$ cat config.mk
export PLATFORM = sky130hd
export DESIGN_NAME = cyl_pre
export DESIGN_NICKNAME = d
export VERILOG_FILES = /design/src/sv/cyl_pkg.sv /design/src/sv/cyl_pre.sv
export SDC_FILE = /design/constraint.sdc
export NUM_CORES = 1
export LEC_CHECK = 0
export BUFFER_PORTS_ARGS = -buffer_cell sky130_fd_sc_hd__clkbuf_2
export CAP_MARGIN = 20
export CELL_PAD_IN_SITES_DETAIL_PLACEMENT = 1
export CELL_PAD_IN_SITES_GLOBAL_PLACEMENT = 1
export CORE_MARGIN = 2
export CORE_UTILIZATION = 37
export CTS_BUF_LIST = sky130_fd_sc_hd__clkbuf_4 sky130_fd_sc_hd__clkbuf_8
export CTS_CLUSTER_SIZE = 20
export DETAILED_ROUTE_END_ITERATION = 8
export PLACE_DENSITY = 0.89
export SLEW_MARGIN = 20
export SYNTH_ARGS = -nofsm -noshare
export SYNTH_HDL_FRONTEND = slang
export SYNTH_SLANG_ARGS = --single-unit
$ cat constraint.sdc
create_clock -name clk -period 2.15 [get_ports clk]
set_clock_uncertainty 0.1 [all_clocks]
set_input_delay 0.215 -clock clk [delete_from_list [all_inputs] [get_ports clk]]
set_output_delay 0.215 -clock clk [all_outputs]
set_load 0.02 [all_outputs]
$ cat src/sv/cyl_pkg.sv
// Shared constants, types and the arctangent table for the Cartesian to
// cylindrical converter. No dependencies; every other file imports this.

package cyl_pkg;

	localparam int CORDIC_STAGES = 32;
	localparam int DATA_WIDTH    = 32;
	localparam int TABLE_LEN     = 48;
	localparam int ANG_GUARD     = 24;
	localparam int XY_GUARD      = DATA_WIDTH / 2;
	localparam int NSTAGE        = (CORDIC_STAGES < TABLE_LEN) ? CORDIC_STAGES : TABLE_LEN;

	localparam int COORD_W   = 32;
	localparam int TDATA_W   = 3 * COORD_W;
	// Datapath word: sign, negated full-scale input, guard bits, CORDIC growth.
	localparam int XW        = COORD_W + XY_GUARD + 3;
	// Angle accumulator: 2^(32+ANG_GUARD) is a full turn, plus headroom.
	localparam int AW        = 32 + ANG_GUARD + 2;
	localparam int GW        = 40;
	localparam int RHO_SHIFT = 40 + XY_GUARD;

	localparam logic [63:0] GAIN_BASE = 64'd667681663043;
	localparam logic [63:0] GAIN_FULL = (2 * NSTAGE < 64) ?
		GAIN_BASE + (((GAIN_BASE / 3) * 2) >> (2 * NSTAGE)) : GAIN_BASE;
	localparam logic [GW-1:0] GAIN = GAIN_FULL[GW-1:0];

	typedef logic signed [XW-1:0] xy_t;
	typedef logic signed [AW-1:0] ang_t;

	localparam ang_t ANG_PI = ang_t'(1) << (31 + ANG_GUARD);

	typedef struct packed {
		logic signed [COORD_W-1:0] z_coord;
		logic signed [COORD_W-1:0] y_coord;
		logic signed [COORD_W-1:0] x_coord;
	} cyl_in_t;

	typedef struct packed {
		logic signed [COORD_W-1:0] z_out;
		logic [COORD_W-1:0]        rho_radius;
		logic [COORD_W-1:0]        phi_angle;
	} cyl_out_t;

	// Vector state carried down the rotation stages.
	typedef struct packed {
		logic               zero;
		xy_t                x;
		xy_t                y;
		ang_t               acc;
		logic [COORD_W-1:0] z;
	} cyl_vec_t;

	typedef logic [TABLE_LEN-1:0][AW-1:0] atan_rom_t;

	// Restoring division, used only while the table is elaborated.
	function automatic logic [63:0] udiv64(input logic [63:0] a, input logic [63:0] b);
		logic [64:0] rem;
		logic [63:0] q;
		int j;
		rem = '0;
		q = '0;
		for (j = 63; j >= 0; j--) begin
			rem = {rem[63:0], a[j]};
			if (rem >= {1'b0, b}) begin
				rem = rem - {1'b0, b};
				q[j] = 1'b1;
			end
		end
		return q;
	endfunction

	// atan(1/n) in Q62 by the alternating series.
	function automatic logic [63:0] atan_inv_q62(input logic [63:0] n);
		logic [63:0] p;
		logic [63:0] sum;
		logic [63:0] term;
		int k;
		p = udiv64(64'd1 << 62, n);
		sum = '0;
		for (k = 0; k < 200; k++) begin
			if (p != 64'd0) begin
				term = udiv64(p, 64'(2 * k + 1));
				if (k[0])
					sum = sum - term;
				else
					sum = sum + term;
				p = udiv64(udiv64(p, n), n);
			end
		end
		return sum;
	endfunction

	// round(a * 2^(29+ANG_GUARD) / b) by long division.
	function automatic logic [63:0] ratio_round(input logic [63:0] a, input logic [63:0] b);
		logic [63:0] r;
		logic [63:0] q;
		int j;
		r = a;
		q = '0;
		for (j = 0; j <= 29 + ANG_GUARD; j++) begin
			r = r << 1;
			q = q << 1;
			if (r >= b) begin
				r = r - b;
				q[0] = 1'b1;
			end
		end
		return (q + 64'd1) >> 1;
	endfunction

	function automatic atan_rom_t build_atan_rom();
		atan_rom_t rom;
		logic [63:0] qpi;
		logic [63:0] ent;
		int i;
		qpi = (atan_inv_q62(64'd5) << 2) - atan_inv_q62(64'd239);
		ent = 64'd1 << (29 + ANG_GUARD);
		rom[0] = ent[AW-1:0];
		for (i = 1; i < TABLE_LEN; i++) begin
			ent = ratio_round(atan_inv_q62(64'd1 << i), qpi);
			rom[i] = ent[AW-1:0];
		end
		return rom;
	endfunction

	localparam atan_rom_t ATAN_ROM = build_atan_rom();

endpackage

$ cat src/sv/cyl_pre.sv
// Input stage of the converter: origin detection, fold into the right
// half-plane and scaling to the datapath format. Depends on cyl_pkg.

module cyl_pre (
	input  logic             clk,
	input  logic             arst_n,
	input  logic             en,
	input  logic             in_valid,
	input  cyl_pkg::cyl_in_t in_data,
	output logic             out_valid,
	output cyl_pkg::cyl_vec_t out_vec
);
	import cyl_pkg::*;

	cyl_vec_t nxt;
	xy_t      xe;
	xy_t      ye;
	logic     valid_s1;
	cyl_vec_t vec_s1;

	always_comb begin
		xe = XW'(in_data.x_coord);
		ye = XW'(in_data.y_coord);
		nxt.acc = '0;
		// A point left of the y axis is mirrored through the origin; the
		// half turn is put back through the angle accumulator.
		if (in_data.x_coord[COORD_W-1]) begin
			xe = -xe;
			ye = -ye;
			nxt.acc = ANG_PI;
		end
		nxt.zero = (in_data.x_coord == '0) && (in_data.y_coord == '0);
		nxt.x = xe <<< XY_GUARD;
		nxt.y = ye <<< XY_GUARD;
		nxt.z = in_data.z_coord;
	end

	always_ff @(posedge clk or negedge arst_n) begin
		if (!arst_n)
			valid_s1 <= 1'b0;
		else if (en)
			valid_s1 <= in_valid;
	end

	always_ff @(posedge clk) begin
		if (en)
			vec_s1 <= nxt;
	end

	assign out_valid = valid_s1;
	assign out_vec   = vec_s1;

endmodule

Yosys cells after proc, flatten, opt, wreduce, memory -nomap -nowiden
Cells that the tools add are included.

Bits in registers: 162. Output and inout port bits: 194. Word-level logic and storage cells: 15.

$add $sub $neg: 2. Muxes and demuxes: 3. Reductions and logical operators: 3.

Operators with widths (number): $neg 32->35 (2); $logic_not 32->1 (2); $mux 56 (1); $mux 35 (1); $mux 31 (1); $logic_and 1x1->1 (1).

Logic depth before layout (Yosys ltp)
Word-level depth: 2. Gate-level depth with buffers: 6. Depth with buffers taken out: 6.

Worst setup path after synthesis
No wires, ideal clock.

Path kind: input to register. Start point: in in_data[53] (netlist bit). End point: reg vec_s1 (netlist bit out_vec[139]) (data pin). Setup time: 0.262 ns. Arrival: 1.591 ns. Required time: 1.788 ns. Slack: 0.197 ns. Cell stages on the path: 4. Path buffers: 0. Path through: or4_4 -> or4_4 -> o31ai_4 -> o21ai_0.

RTL lines: from (decl) (RTL line cyl_pre.sv:9) `input cyl_pkg::cyl_in_t in_data,`; to (signal assigned) (RTL line cyl_pre.sv:47) `vec_s1 <= nxt;`; to (decl) (RTL line cyl_pre.sv:19) `cyl_vec_t vec_s1;`.

==> impl_metrics.py <==
metrics = {
    "synth": {
        "yosysUniqueCellTypes": 36,
        "synthesis.area_per_instance_um2": 13.3,
        "synth-async-reset-ratio": 0.00952,
        "yosys_register_bits": 105,
        "ys_dominant_reg_cell": "sky130_fd_sc_hd__edfxtp_1",
        "synth_area_um2": 5300,
        "sequential_element_share_of_the_synthesized_area": 0.595,
        "syn_inst": 397,
        "synth_edf_count": 104,
        "ys_warn_count": 0,
    },
    "finish": {
        "layoutNonFillerInstCount": 837,
        "post_route_cells_drive_above_1_share": 0.373,
        "area_delta_synth_final_pct": 29.6,
        "final.fill_count": 1523,
        "num-nets-final": 754,
        "finalInstanceArea_um2": 6860,
        "antenna_cells": 0,
    },
    "cts": {
        "clk_path_buf_depth": 2,
        "clock_insertion_delay_worst_skew_ns": 0.37,
        "cts_repair_resize_count": 0,
        "cts_tree": "yes",
        "cts_sinks": 105,
        "cts_inserted_buffers": 9,
        "cts.repair_timing.setup_buffer_count": 0,
        "number_of_buffers_inserted_by_hold_repair_at_cts": 36,
        "cts.reportedPaths.clkPinSlew_ns": 0.11,
        "clk_root_buffer_cell": "sky130_fd_sc_hd__clkbuf_8",
        "cts.htree.levels": 3,
    },
    "pwr": {
        "powerDensity_nw_per_um2": 720,
        "vdd_drop_max_mv": 0.264,
        "p_switching_mw": 1.54,
        "internal-power_mw": 3.40,
        "p_comb_frac": 0.220,
        "power.leakage_nw": 2.86,
        "total_chip_power_mw": 4.94,
        "pwr-share-seq": 0.517,
        "pwr-share-clk": 0.263,
        "switching_share": 0.311,
    },
    "die": {
        "io_pins": 294,
        "die_width_um": 124,
        "floorplan.die_area_um2": 15300,
        "coreArea_um2": 13900,
        "initial_utilization": 0.380,
        "floorplan.rows": 43,
        "die_y_um": 124,
    },
    "placement": {
        "place_inst": 785,
        "dp.final_hpwl_um": 11600,
        "dpl_cell_area_um2": 6290,
        "io_buffer_count": 204,
        "globalplace.congestion": 0.835,
        "pre_cts_slack_ns": -0.0910,
    },
    "route": {
        "wire_per_inst_um": 19.7,
        "route.antenna.remaining_nets": 0,
        "post-route-drc-count": 0,
        "count_of_tritonroute_iterations_in_the_first_routing_pass": 4,
        "route.final.wire_length_um": 16500,
        "vias": 4028,
        "post_drt_via_cell_ratio": 4.81,
        "initialDrtViolationCount": 336,
    },
    "timing": {
        "min_period_over_period": 0.875,
        "number_of_endpoints_failing_setup_at_the_final_stage": 0,
        "post-route-worst-setup-slack_ns": 0.270,
        "rsz0062_at_grt": "no",
        "max_slew_margin": 0.622,
        "max_freq_mhz": 532,
        "timing_max_transition_violations_final": 0,
        "worst_pin_slew_ns": 0.567,
        "hold_viol": 0,
        "fin_crit_ns": 1.88,
    },
    "worst_setup_path": {
        "startpoint_type": "input port",
        "cp.required_ns": 2.17,
        "critical_path_arrival_ns": 1.90,
        "path_class": "in2reg",
        "worst-path-max-fanout": 6,
        "end_kind": "flip-flop",
    },
    "status": {
        "run_status": "complete, no violations",
    },
    "global_route": {
        "grt_antenna_before_repair": 0,
        "grt.overflow.total": 0,
        "grt_pass1_vias": 4116,
        "grt_max_degree": 69,
        "grt.total_usage": 0.206,
        "global_route_wire_length_before_repair_um": 23300,
    },
    "worst_hold_path": {
        "holdCritPathClass": "in2reg",
    },
    "job": {
        "timing.max_cap.violations": 0,
    },
}
-- path summary, 6_finish.rpt --
path                             startpoint           end  slack [ns]  cells past startpoint
worst max register to register    out_valid     out_valid        1.23                      1
worst min register to register    out_valid     out_valid        0.50                      1
max in group asynchronous            arst_n     out_valid        1.79                      2
worst min-delay path            in_data[11]  out_vec[168]        0.05                      2
worst max-delay path            in_data[33]  out_vec[136]        0.27                      7
min in group asynchronous            arst_n     out_valid        0.06                      2
-- metal layers --
metal / part of all wire / GRT usage / up-vias
met4: 0.024 / 0.0732 / 0
met2: 0.51 / 0.378 / 242
met5: 0 / 0 / -
met3: 0.094 / 0.0563 / 27
li1: - / - / 1800
met1: 0.37 / 0.227 / 1959
-- power groups by stage --
stage                     logic [mW]  registers (mW)  clock network [mW]
after floorplan                0.444            2.83                   0
after global placement         0.969            2.58                   0
after detailed placement        1.01            2.59                   0
after CTS                       1.06            2.55                1.30
after global routing            1.15            2.57                1.40
final                           1.09            2.55                1.30
-- cell usage in the layout (no fill, tap or decap), types with 2 or more instances in the layout --
cell type and n:
sky130_fd_sc_hd__clkbuf_2 203, sky130_fd_sc_hd__edfxtp_1 104, sky130_fd_sc_hd__conb_1 92, sky130_fd_sc_hd__xnor2_1 59
sky130_fd_sc_hd__dlygate4sd3_1 36, sky130_fd_sc_hd__o31ai_1 23, sky130_fd_sc_hd__nand2_1 16, sky130_fd_sc_hd__o21ai_0 16
sky130_fd_sc_hd__o41ai_1 14, sky130_fd_sc_hd__nor2_1 10, sky130_fd_sc_hd__clkbuf_8 9, sky130_fd_sc_hd__buf_4 8
sky130_fd_sc_hd__or3_1 6, sky130_fd_sc_hd__inv_1 5, sky130_fd_sc_hd__or4_1 5, sky130_fd_sc_hd__nand2b_1 5
sky130_fd_sc_hd__nand4_1 4, sky130_fd_sc_hd__or2_2 4, sky130_fd_sc_hd__nor4_1 3, sky130_fd_sc_hd__nor3_1 3
sky130_fd_sc_hd__or4_4 3, sky130_fd_sc_hd__buf_12 3, sky130_fd_sc_hd__nor4_2 2, sky130_fd_sc_hd__o41ai_2 2
sky130_fd_sc_hd__ha_1 2, sky130_fd_sc_hd__clkinvlp_4 2, sky130_fd_sc_hd__inv_8 2
-- final cells by class --
cell class / instances / area, um2 / share of cell area
clock buffer: 10 / 131 / 0.0192
clock inverter: 6 / 76.3 / 0.0111
inverter: 5 / 18.8 / 0.00274
multi-input combinational: 281 / 1760 / 0.257
sequential: 105 / 3150 / 0.459
tap: 180 / 225 / 0.0328
timing repair buffer: 250 / 1500 / 0.218
-- worst max-delay path, cell delays in order --
cell and delay [ns]:
sky130_fd_sc_hd__clkbuf_2 0.10, sky130_fd_sc_hd__inv_1 0.09, sky130_fd_sc_hd__ha_1 0.19, sky130_fd_sc_hd__nor3b_1 0.32
sky130_fd_sc_hd__nand4_1 0.34, sky130_fd_sc_hd__o41ai_1 0.53, sky130_fd_sc_hd__xnor2_1 0.11
-- state kept, by name, summed over array words and instances, names as in the netlist --
signal and flops:
out_vec 104, out_valid 1
-- Yosys cell counts (all sizes together), types with 2 or more instances --
| library cell | instances | share of area |
|---|---|---|
| edfxtp | 104 | 0.59 |
| clkbuf | 7 | 0.0050 |
| inv | 5 | 0.0035 |
| xnor2 | 59 | 0.098 |
| or2 | 5 | 0.0059 |
| nand4b | 2 | 0.0061 |
| nor2 | 10 | 0.0071 |
| o41ai | 16 | 0.029 |
| nand2b | 5 | 0.0059 |
| o21ai | 16 | 0.015 |
| ha | 2 | 0.0047 |
| or3 | 6 | 0.0071 |
| buf | 90 | 0.13 |
| nand4 | 4 | 0.0047 |
| or4 | 8 | 0.013 |
| nor4 | 5 | 0.0083 |
| o31ai | 24 | 0.037 |
| nand2 | 16 | 0.011 |
| nor3 | 4 | 0.0047 |
-- stage by stage --
| stage | utilization | hold slack (ns) | setup TNS, ns |
|---|---|---|---|
| 2_1_floorplan | - | -0.181 | 0 |
| 3_3_place_gp | 0.452 | -0.109 | 0 |
| 3_5_place_dp | 0.452 | -0.105 | -0.534 |
| 4_1_cts | 0.492 | 0.0237 | 0 |
| 5_1_grt | 0.492 | 0.0450 | 0 |
| 6_report | 0.492 | 0.0538 | 0 |
-- logic make-up (layout without fill, tap and decap cells) --
| group | Yosys count | count (layout) | share of synthesized area |
|---|---|---|---|
| simple gates | 71 | 71 | 0.0825 |
| xor+xnor | 59 | 59 | 0.0976 |
| compound gates | 56 | 56 | 0.0811 |
| flops | 105 | 105 | 0.595 |
| other cells | 1 | 92 | 0.000708 |
| mux | 1 | 1 | 0.00213 |
| fa+ha+maj | 2 | 2 | 0.00473 |
| buf+inv | 102 | 271 | 0.137 |
Power figures use the tool's default switching activity.
