**src/sv/cyl_pkg.sv**
```systemverilog
// Shared constants, types and the arctangent table for the Cartesian to
// cylindrical converter. No dependencies; every other file imports this.

package cyl_pkg;

	localparam int CORDIC_STAGES = 32;
	localparam int DATA_WIDTH    = 32;
	localparam int TABLE_LEN     = 48;
	localparam int ANG_GUARD     = 24;
	localparam int XY_GUARD      = DATA_WIDTH / 2;
	localparam int NSTAGE        = (CORDIC_STAGES < TABLE_LEN) ? CORDIC_STAGES : TABLE_LEN;

	localparam int COORD_W   = 32;
	localparam int TDATA_W   = 3 * COORD_W;
	// Datapath word: sign, negated full-scale input, guard bits, CORDIC growth.
	localparam int XW        = COORD_W + XY_GUARD + 3;
	// Angle accumulator: 2^(32+ANG_GUARD) is a full turn, plus headroom.
	localparam int AW        = 32 + ANG_GUARD + 2;
	localparam int GW        = 40;
	localparam int RHO_SHIFT = 40 + XY_GUARD;

	localparam logic [63:0] GAIN_BASE = 64'd667681663043;
	localparam logic [63:0] GAIN_FULL = (2 * NSTAGE < 64) ?
		GAIN_BASE + (((GAIN_BASE / 3) * 2) >> (2 * NSTAGE)) : GAIN_BASE;
	localparam logic [GW-1:0] GAIN = GAIN_FULL[GW-1:0];

	typedef logic signed [XW-1:0] xy_t;
	typedef logic signed [AW-1:0] ang_t;

	localparam ang_t ANG_PI = ang_t'(1) << (31 + ANG_GUARD);

	typedef struct packed {
		logic signed [COORD_W-1:0] z_coord;
		logic signed [COORD_W-1:0] y_coord;
		logic signed [COORD_W-1:0] x_coord;
	} cyl_in_t;

	typedef struct packed {
		logic signed [COORD_W-1:0] z_out;
		logic [COORD_W-1:0]        rho_radius;
		logic [COORD_W-1:0]        phi_angle;
	} cyl_out_t;

	// Vector state carried down the rotation stages.
	typedef struct packed {
		logic               zero;
		xy_t                x;
		xy_t                y;
		ang_t               acc;
		logic [COORD_W-1:0] z;
	} cyl_vec_t;

	typedef logic [TABLE_LEN-1:0][AW-1:0] atan_rom_t;

	// Restoring division, used only while the table is elaborated.
	function automatic logic [63:0] udiv64(input logic [63:0] a, input logic [63:0] b);
		logic [64:0] rem;
		logic [63:0] q;
		int j;
		rem = '0;
		q = '0;
		for (j = 63; j >= 0; j--) begin
			rem = {rem[63:0], a[j]};
			if (rem >= {1'b0, b}) begin
				rem = rem - {1'b0, b};
				q[j] = 1'b1;
			end
		end
		return q;
	endfunction

	// atan(1/n) in Q62 by the alternating series.
	function automatic logic [63:0] atan_inv_q62(input logic [63:0] n);
		logic [63:0] p;
		logic [63:0] sum;
		logic [63:0] term;
		int k;
		p = udiv64(64'd1 << 62, n);
		sum = '0;
		for (k = 0; k < 200; k++) begin
			if (p != 64'd0) begin
				term = udiv64(p, 64'(2 * k + 1));
				if (k[0])
					sum = sum - term;
				else
					sum = sum + term;
				p = udiv64(udiv64(p, n), n);
			end
		end
		return sum;
	endfunction

	// round(a * 2^(29+ANG_GUARD) / b) by long division.
	function automatic logic [63:0] ratio_round(input logic [63:0] a, input logic [63:0] b);
		logic [63:0] r;
		logic [63:0] q;
		int j;
		r = a;
		q = '0;
		for (j = 0; j <= 29 + ANG_GUARD; j++) begin
			r = r << 1;
			q = q << 1;
			if (r >= b) begin
				r = r - b;
				q[0] = 1'b1;
			end
		end
		return (q + 64'd1) >> 1;
	endfunction

	function automatic atan_rom_t build_atan_rom();
		atan_rom_t rom;
		logic [63:0] qpi;
		logic [63:0] ent;
		int i;
		qpi = (atan_inv_q62(64'd5) << 2) - atan_inv_q62(64'd239);
		ent = 64'd1 << (29 + ANG_GUARD);
		rom[0] = ent[AW-1:0];
		for (i = 1; i < TABLE_LEN; i++) begin
			ent = ratio_round(atan_inv_q62(64'd1 << i), qpi);
			rom[i] = ent[AW-1:0];
		end
		return rom;
	endfunction

	localparam atan_rom_t ATAN_ROM = build_atan_rom();

endpackage

```
**src/sv/cyl_gain.sv**
```systemverilog
// Gain compensation and result formatting: the radius is multiplied by the
// inverse CORDIC gain in partial products over three stages. Uses cyl_pkg.

module cyl_gain (
	input  logic              clk,
	input  logic              arst_n,
	input  logic              en,
	input  logic              in_valid,
	input  cyl_pkg::cyl_vec_t in_vec,
	output logic              out_valid,
	output cyl_pkg::cyl_out_t out_data
);
	import cyl_pkg::*;

	localparam int XU = XW - 1;
	localparam int XL = XU / 2;
	localparam int XH = XU - XL;
	localparam int GL = GW / 2;
	localparam int GH = GW - GL;
	localparam int PW = XU + GW + 1;
	localparam logic [PW-1:0] RND = PW'(1) << (RHO_SHIFT - 1);
	localparam logic [GL-1:0] G_LO = GAIN[GL-1:0];
	localparam logic [GH-1:0] G_HI = GAIN[GW-1:GL];

	logic [XU-1:0]    x_u;
	logic [AW-1:0]    phi_sum;

	logic             valid_s1;
	logic             valid_s2;
	logic             valid_s3;
	logic [XL+GL-1:0] p_ll_s1;
	logic [XL+GH-1:0] p_lh_s1;
	logic [XH+GL-1:0] p_hl_s1;
	logic [XH+GH-1:0] p_hh_s1;
	logic [COORD_W-1:0] phi_s1;
	logic [COORD_W-1:0] z_s1;
	logic [PW-1:0]    sum_a_s2;
	logic [PW-1:0]    sum_b_s2;
	logic [COORD_W-1:0] phi_s2;
	logic [COORD_W-1:0] z_s2;
	cyl_out_t         res_s3;

	logic [PW-1:0]    total;

	// The rotated x is never negative, so its magnitude bits are used as is.
	assign x_u     = in_vec.x[XU-1:0];
	assign phi_sum = in_vec.acc + (ang_t'(1) << (ANG_GUARD - 1));
	assign total   = sum_a_s2 + sum_b_s2;

	always_ff @(posedge clk or negedge arst_n) begin
		if (!arst_n) begin
			valid_s1 <= 1'b0;
			valid_s2 <= 1'b0;
			valid_s3 <= 1'b0;
		end else if (en) begin
			valid_s1 <= in_valid;
			valid_s2 <= valid_s1;
			valid_s3 <= valid_s2;
		end
	end

	always_ff @(posedge clk) begin
		if (en) begin
			p_ll_s1 <= x_u[XL-1:0] * G_LO;
			p_lh_s1 <= x_u[XL-1:0] * G_HI;
			p_hl_s1 <= x_u[XU-1:XL] * G_LO;
			p_hh_s1 <= x_u[XU-1:XL] * G_HI;
			phi_s1  <= in_vec.zero ? '0 : phi_sum[ANG_GUARD+COORD_W-1:ANG_GUARD];
			z_s1    <= in_vec.z;

			sum_a_s2 <= PW'(p_ll_s1) + (PW'(p_lh_s1) << GL) + RND;
			sum_b_s2 <= (PW'(p_hl_s1) << XL) + (PW'(p_hh_s1) << (XL + GL));
			phi_s2   <= phi_s1;
			z_s2     <= z_s1;

			res_s3.phi_angle  <= phi_s2;
			res_s3.rho_radius <= (|total[PW-1:RHO_SHIFT+COORD_W]) ? '1 :
				total[RHO_SHIFT+COORD_W-1:RHO_SHIFT];
			res_s3.z_out      <= z_s2;
		end
	end

	assign out_valid = valid_s3;
	assign out_data  = res_s3;

endmodule

```
**config.mk**
```make
export PLATFORM = sky130hd
export DESIGN_NAME = cyl_gain
export DESIGN_NICKNAME = d
export VERILOG_FILES = /design/src/sv/cyl_pkg.sv /design/src/sv/cyl_gain.sv
export SDC_FILE = /design/constraint.sdc
export NUM_CORES = 2
export LEC_CHECK = 0
export BUFFER_PORTS_ARGS = -buffer_cell sky130_fd_sc_hd__buf_2
export CAP_MARGIN = 20
export CORE_ASPECT_RATIO = 1.2
export CORE_MARGIN = 4
export CORE_UTILIZATION = 50
export CTS_BUF_LIST = sky130_fd_sc_hd__clkbuf_16
export DETAILED_ROUTE_END_ITERATION = 10
export PLACE_DENSITY = 0.68
export SYNTH_ARGS = -nofsm -noshare
export SYNTH_HDL_FRONTEND = slang
export SYNTH_SLANG_ARGS = --single-unit
```
**constraint.sdc**
```tcl
create_clock -name clk -period 4 [get_ports clk]
set_input_delay 0.4 -clock clk [delete_from_list [all_inputs] [get_ports clk]]
set_output_delay 0.4 -clock clk [all_outputs]
set_load 0.05 [all_outputs]
```
Word-level counts from Yosys, hierarchy flattened
Cells that the tools add are included.
{ "classes": {"n_div": 0, "n_lt_le_gt_ge": 0, "n_bitwise": 0, "mul": 4, "n_mux": 0, "eq_ne": 0, "reduce_logical": 1, "add_sub_neg": 5, "shifts": 0} }
{ "op_table": {"columns": ["op", "count"], "rows": [
  ["$add 70x90->91", 1],
  ["$add 91x91->91", 1],
  ["$mul 25x20->45 const B", 2],
  ["$mul 25x19->44 const B", 2],
  ["$add 66x56->67 const B", 1],
  ["$add 45x65->66", 1],
  ["$add 56x25->56 const B", 1],
  ["$reduce_or 3->1", 1]
]} }
{ "totals": {"latchBits": 0, "rom_bits": 0, "ff_bits": 587, "output_inout_bits": 97, "in_bits": 197, "mem_bits_rw": 0, "word_cells": 26, "n_memories": 0} }

Depth between registers and ports, before layout
{ "logic_depth": {"depth_word": 2, "mapped_depth": 24, "mapped_depth_nobuf": 24} }

Least setup slack after synthesis
OpenSTA, ideal clock, no wires.
{ "synth_path": {"path_type": "input-to-reg", "start": "input in_vec[143] in the netlist's numbering", "end": "register p_ll_s1[42] (data pin)", "path_slack_ns": -2.303, "n_path_buf": 0, "setup_time_ns": 0.259, "arrival_time_ns": 6.044, "required_time_ns": 3.741, "stages": 21, "path_cell_list": "ha_1 -> inv_1 -> fa_1 -> inv_1 -> fa_1 -> fa_1 -> fa_1 -> fa_1 -> inv_1 -> fa_1 -> inv_1 -> ha_1 -> and3_1 -> a2111oi_0 -> o21ai_0 -> a41oi_1 -> o2111ai_1 -> and4_1 -> a311oi_1 -> o21ai_0 -> xnor2_1"} }
{ "synth_via": {"elab_chain_len": 1} }
{ "synth_rtl": {"columns": ["element", "line_no", "source"], "rows": [
  ["from (decl)", "cyl_gain.sv:9", "input cyl_pkg::cyl_vec_t in_vec,"],
  ["$mul 25x20->45", "cyl_gain.sv:64", "p_ll_s1 <= x_u[XL-1:0] * G_LO;"],
  ["to (signal assigned)", "cyl_gain.sv:64", null],
  ["to (decl)", "cyl_gain.sv:31", "logic [XL+GL-1:0] p_ll_s1;"]
]} }
Every way passes these cells.
A chain may end at the register's enable or synchronous reset.

Final worst setup path
{ "layout_path": {"start": "input in_vec[147] in the netlist's numbering", "end": "register p_ll_s1[41] (data pin)"} }
Same word-level chain as after synthesis.

==> qor.yml <==
run_status:
  status: "finished with violations"
  violations: "setup timing"
layout:
  drive_above_1_share_pct: 29.85
  finalNetCount: 7689
  final_util_pct: 65.63
  final_cell_mix: "inv_1 (1083), buf_4 (861), fa_1 (678)"
  final_cells: 7426
  seqCellArea_sq_um: 14670
  final_common_cell: "inv_1"
  n_fill_cell: 8088
  area_growth_syn_to_layout_pct: 29.68
  multiInputGateArea_sq_um: 37220
grt:
  track_usage_pct: 27.70
  grt_pass1_wl_mm: 236.9
  grt_pass1_vias: 42481
  antenna_found_initial: 10
  grt-ovfl-total: 0
  grt_max_degree: 99
synth:
  yosys_warnings: 0
  syn_area_sq_um: 53260
  synth_edf_count: 486
  syn_avg_cell_area_sq_um: 11.11
  synth_top_area_share_pct: 27.40
  ys_types: 86
  synth_top_area_cell: "edfxtp_1"
  ys.flop_type: "edfxtp_1"
  yosysSeqAreaShare_pct: 27.54
  syn_nets: 6480
  syn_inst: 4792
  synth.area.top_cells: "edfxtp_1 (27%), fa_1 (26%), ha_1 (18%)"
  async_reset_ff_share_pct: 0.6135
  ys_ff_latch: 489
critical_path:
  worstSetupStartpoint: "in_vec[147]"
  critPathMostFrequentCell: "fa_1"
  cp.depth: 24
  cp_slowest_cell: "fa_2"
  critPathRequiredTime_ns: 4.32
  ff2ff_setup_slack_ns: 0.30
  cp_cell_sequence: "buf_12, ha_4, inv_4, fa_2, inv_2, fa_2, fa_1, fa_1, fa_1, inv_1, fa_1, inv_2, ha_4, and3_4, nand2_2, a21oi_4, o31a_1, o41ai_4, a31oi_2, a221o_1, a41oi_2, buf_4, nor4b_4, or3b_1"
  cp-start-kind: "input port"
  critPathKind: "in -> reg"
  timing.rr.start: "sum_a_s2[26]"
  cp_top_family: "adder cells"
  crit_path_max_fanout: 5
  max_stage_delay_ns: 0.56
  cp-endpoint: "p_ll_s1[41]"
  crit_arrival_ns: 6.18
  reg2reg_depth: 12
  worst_r2r_endpoint: "out_data[48]"
  path_buf_inv: 6
  endpoint_kind: "register"
route:
  antenna_left: 0
  drtIter0Drc: 1846
  drt_wl_total_mm: 152.9
  wl_per_cell_um: 20.59
  firstDrtPassIters: 5
  vias_per_cell: 5.171
  drc_errors: 0
  vias: 38397
sta:
  finalCritPeriodShare_pct: 146.6
  finClkSkew_ns: 0.01932
  slew_headroom_pct: 42.37
  period_minus_slack_ns: 5.862
  rsz0062_at_grt: "yes"
  worst_pin_slew_ns: 0.8644
  fmax_mhz: 170.6
  finalSetupViolCount: 119
  fin_ws_ns: -1.862
  drv_slew: 0
  hold_slack_ns: 0.07227
  finalHoldViolations: 0
hold_path:
  hp-class: "in -> reg"
floorplanning:
  start_util_pct: 50.61
  core.rowCount: 130
  coreArea_sq_um: 105200
  die_area_sq_um: 111800
  ios: 294
  die_width_um: 305.9
  fp.dieH_um: 365.5
flow_run:
  cap_violations: 0
place:
  post-place-cells: 7215
  dp_hpwl_mm: 131.3
  place.gp.congestion: 1.012
  dp_slack_ns: -2.649
  port_buffers: 216
clock_tree:
  cts_sinks: 489
  clkTransAtPathRegs_ns: 0.06
  clock_latency_ns: 0.58
  cts_made_buffers: 46
  clockRootBuffer: "clkbuf_16"
  tritoncts: "done"
  cts-htree-levels: 2
  cts_buffer_depth: 3
## cells in the mapped netlist, drive strengths merged, types with 12 or more instances
master	number
or3	21
nor3	37
o21bai	22
nor2b	29
xnor2	142
a31oi	27
o21a	30
o21ai	123
nor2	153
inv	1193
nand2b	29
ha	786
nand2	167
nand3	82
a21oi	204
edfxtp	486
a21o	113
and2	16
nand4	25
o31ai	20
or2	12
and3	43
fa	705
a211oi	22
clkbuf	29
xor2	115
## layer usage
metal	share of wire (%)	vias up	track usage, %
met5	0	-	0
met4	7.6	0	16.57
met3	2.9	424	2.261
met2	53	868	52.29
met1	36	18932	30.30
li1	-	18173	-
## how the worst min path moves through the flow
stage          startpoint        end  slack, ns  cells after the start
2_1_floorplan      arst_n  out_valid       0.10                      0
3_3_place_gp       arst_n  out_valid       0.20                      1
3_5_place_dp       arst_n   valid_s1       0.20                      1
4_1_cts          in_valid   valid_s1       0.03                      2
5_1_grt          in_valid   valid_s1       0.04                      2
6_report         in_valid   valid_s1       0.07                      2
## layout make-up
class / count / share of cell area (%)
inverters: 1193 / 6.614
repair buffers: 1198 / 13.54
well taps: 1386 / 2.511
clock inverters: 37 / 0.5290
multi-input cells: 3073 / 53.89
clock buffers: 46 / 1.667
diodes: 4 / 0.01449
flip-flops and latches: 489 / 21.24
## state kept, by name (all words and copies together), names as in the netlist
signal and count:
phi_s1 32, out_data 96, z_s2 32, valid_s1 1, sum_b_s2 66, phi_s2 32
valid_s2 1, z_s1 32, p_ll_s1 26, p_hl_s1 45, p_hh_s1 42, out_valid 1
p_lh_s1 42, sum_a_s2 41
## what timing repair did
item,in CTS,in global routing
hold buffers,24,0
pin swaps,258,210
gates resized for setup,378,207
setup buffers,98,52
setup endpoints to repair,120,121
hold endpoints to repair,26,0
## kinds of logic (layout without fill, tap and decap cells)
| family | after synthesis | in the layout | share of synthesized area, % |
|---|---|---|---|
| simple gates | 660 | 660 | 6.131 |
| xor+xnor | 257 | 257 | 4.240 |
| mux | 7 | 7 | 0.1386 |
| buf+inv | 1230 | 2474 | 8.694 |
| compound gates | 658 | 658 | 8.290 |
| fa+ha+maj | 1491 | 1491 | 44.96 |
| flops | 489 | 489 | 27.54 |
| other cells | 0 | 4 | 0 |
## metrics by stage
step	setup TNS, ns	cell area [sq um]
finish	-148.41	69070
global route	-164.05	69070
CTS	-147.88	67940
detailed placement	-239.75	63890
global placement	-236.89	63890
floorplan	-145.36	54620
Power is not shown: default switching activity piles up to over one toggle a cycle in this logic, so the estimate is an artifact.
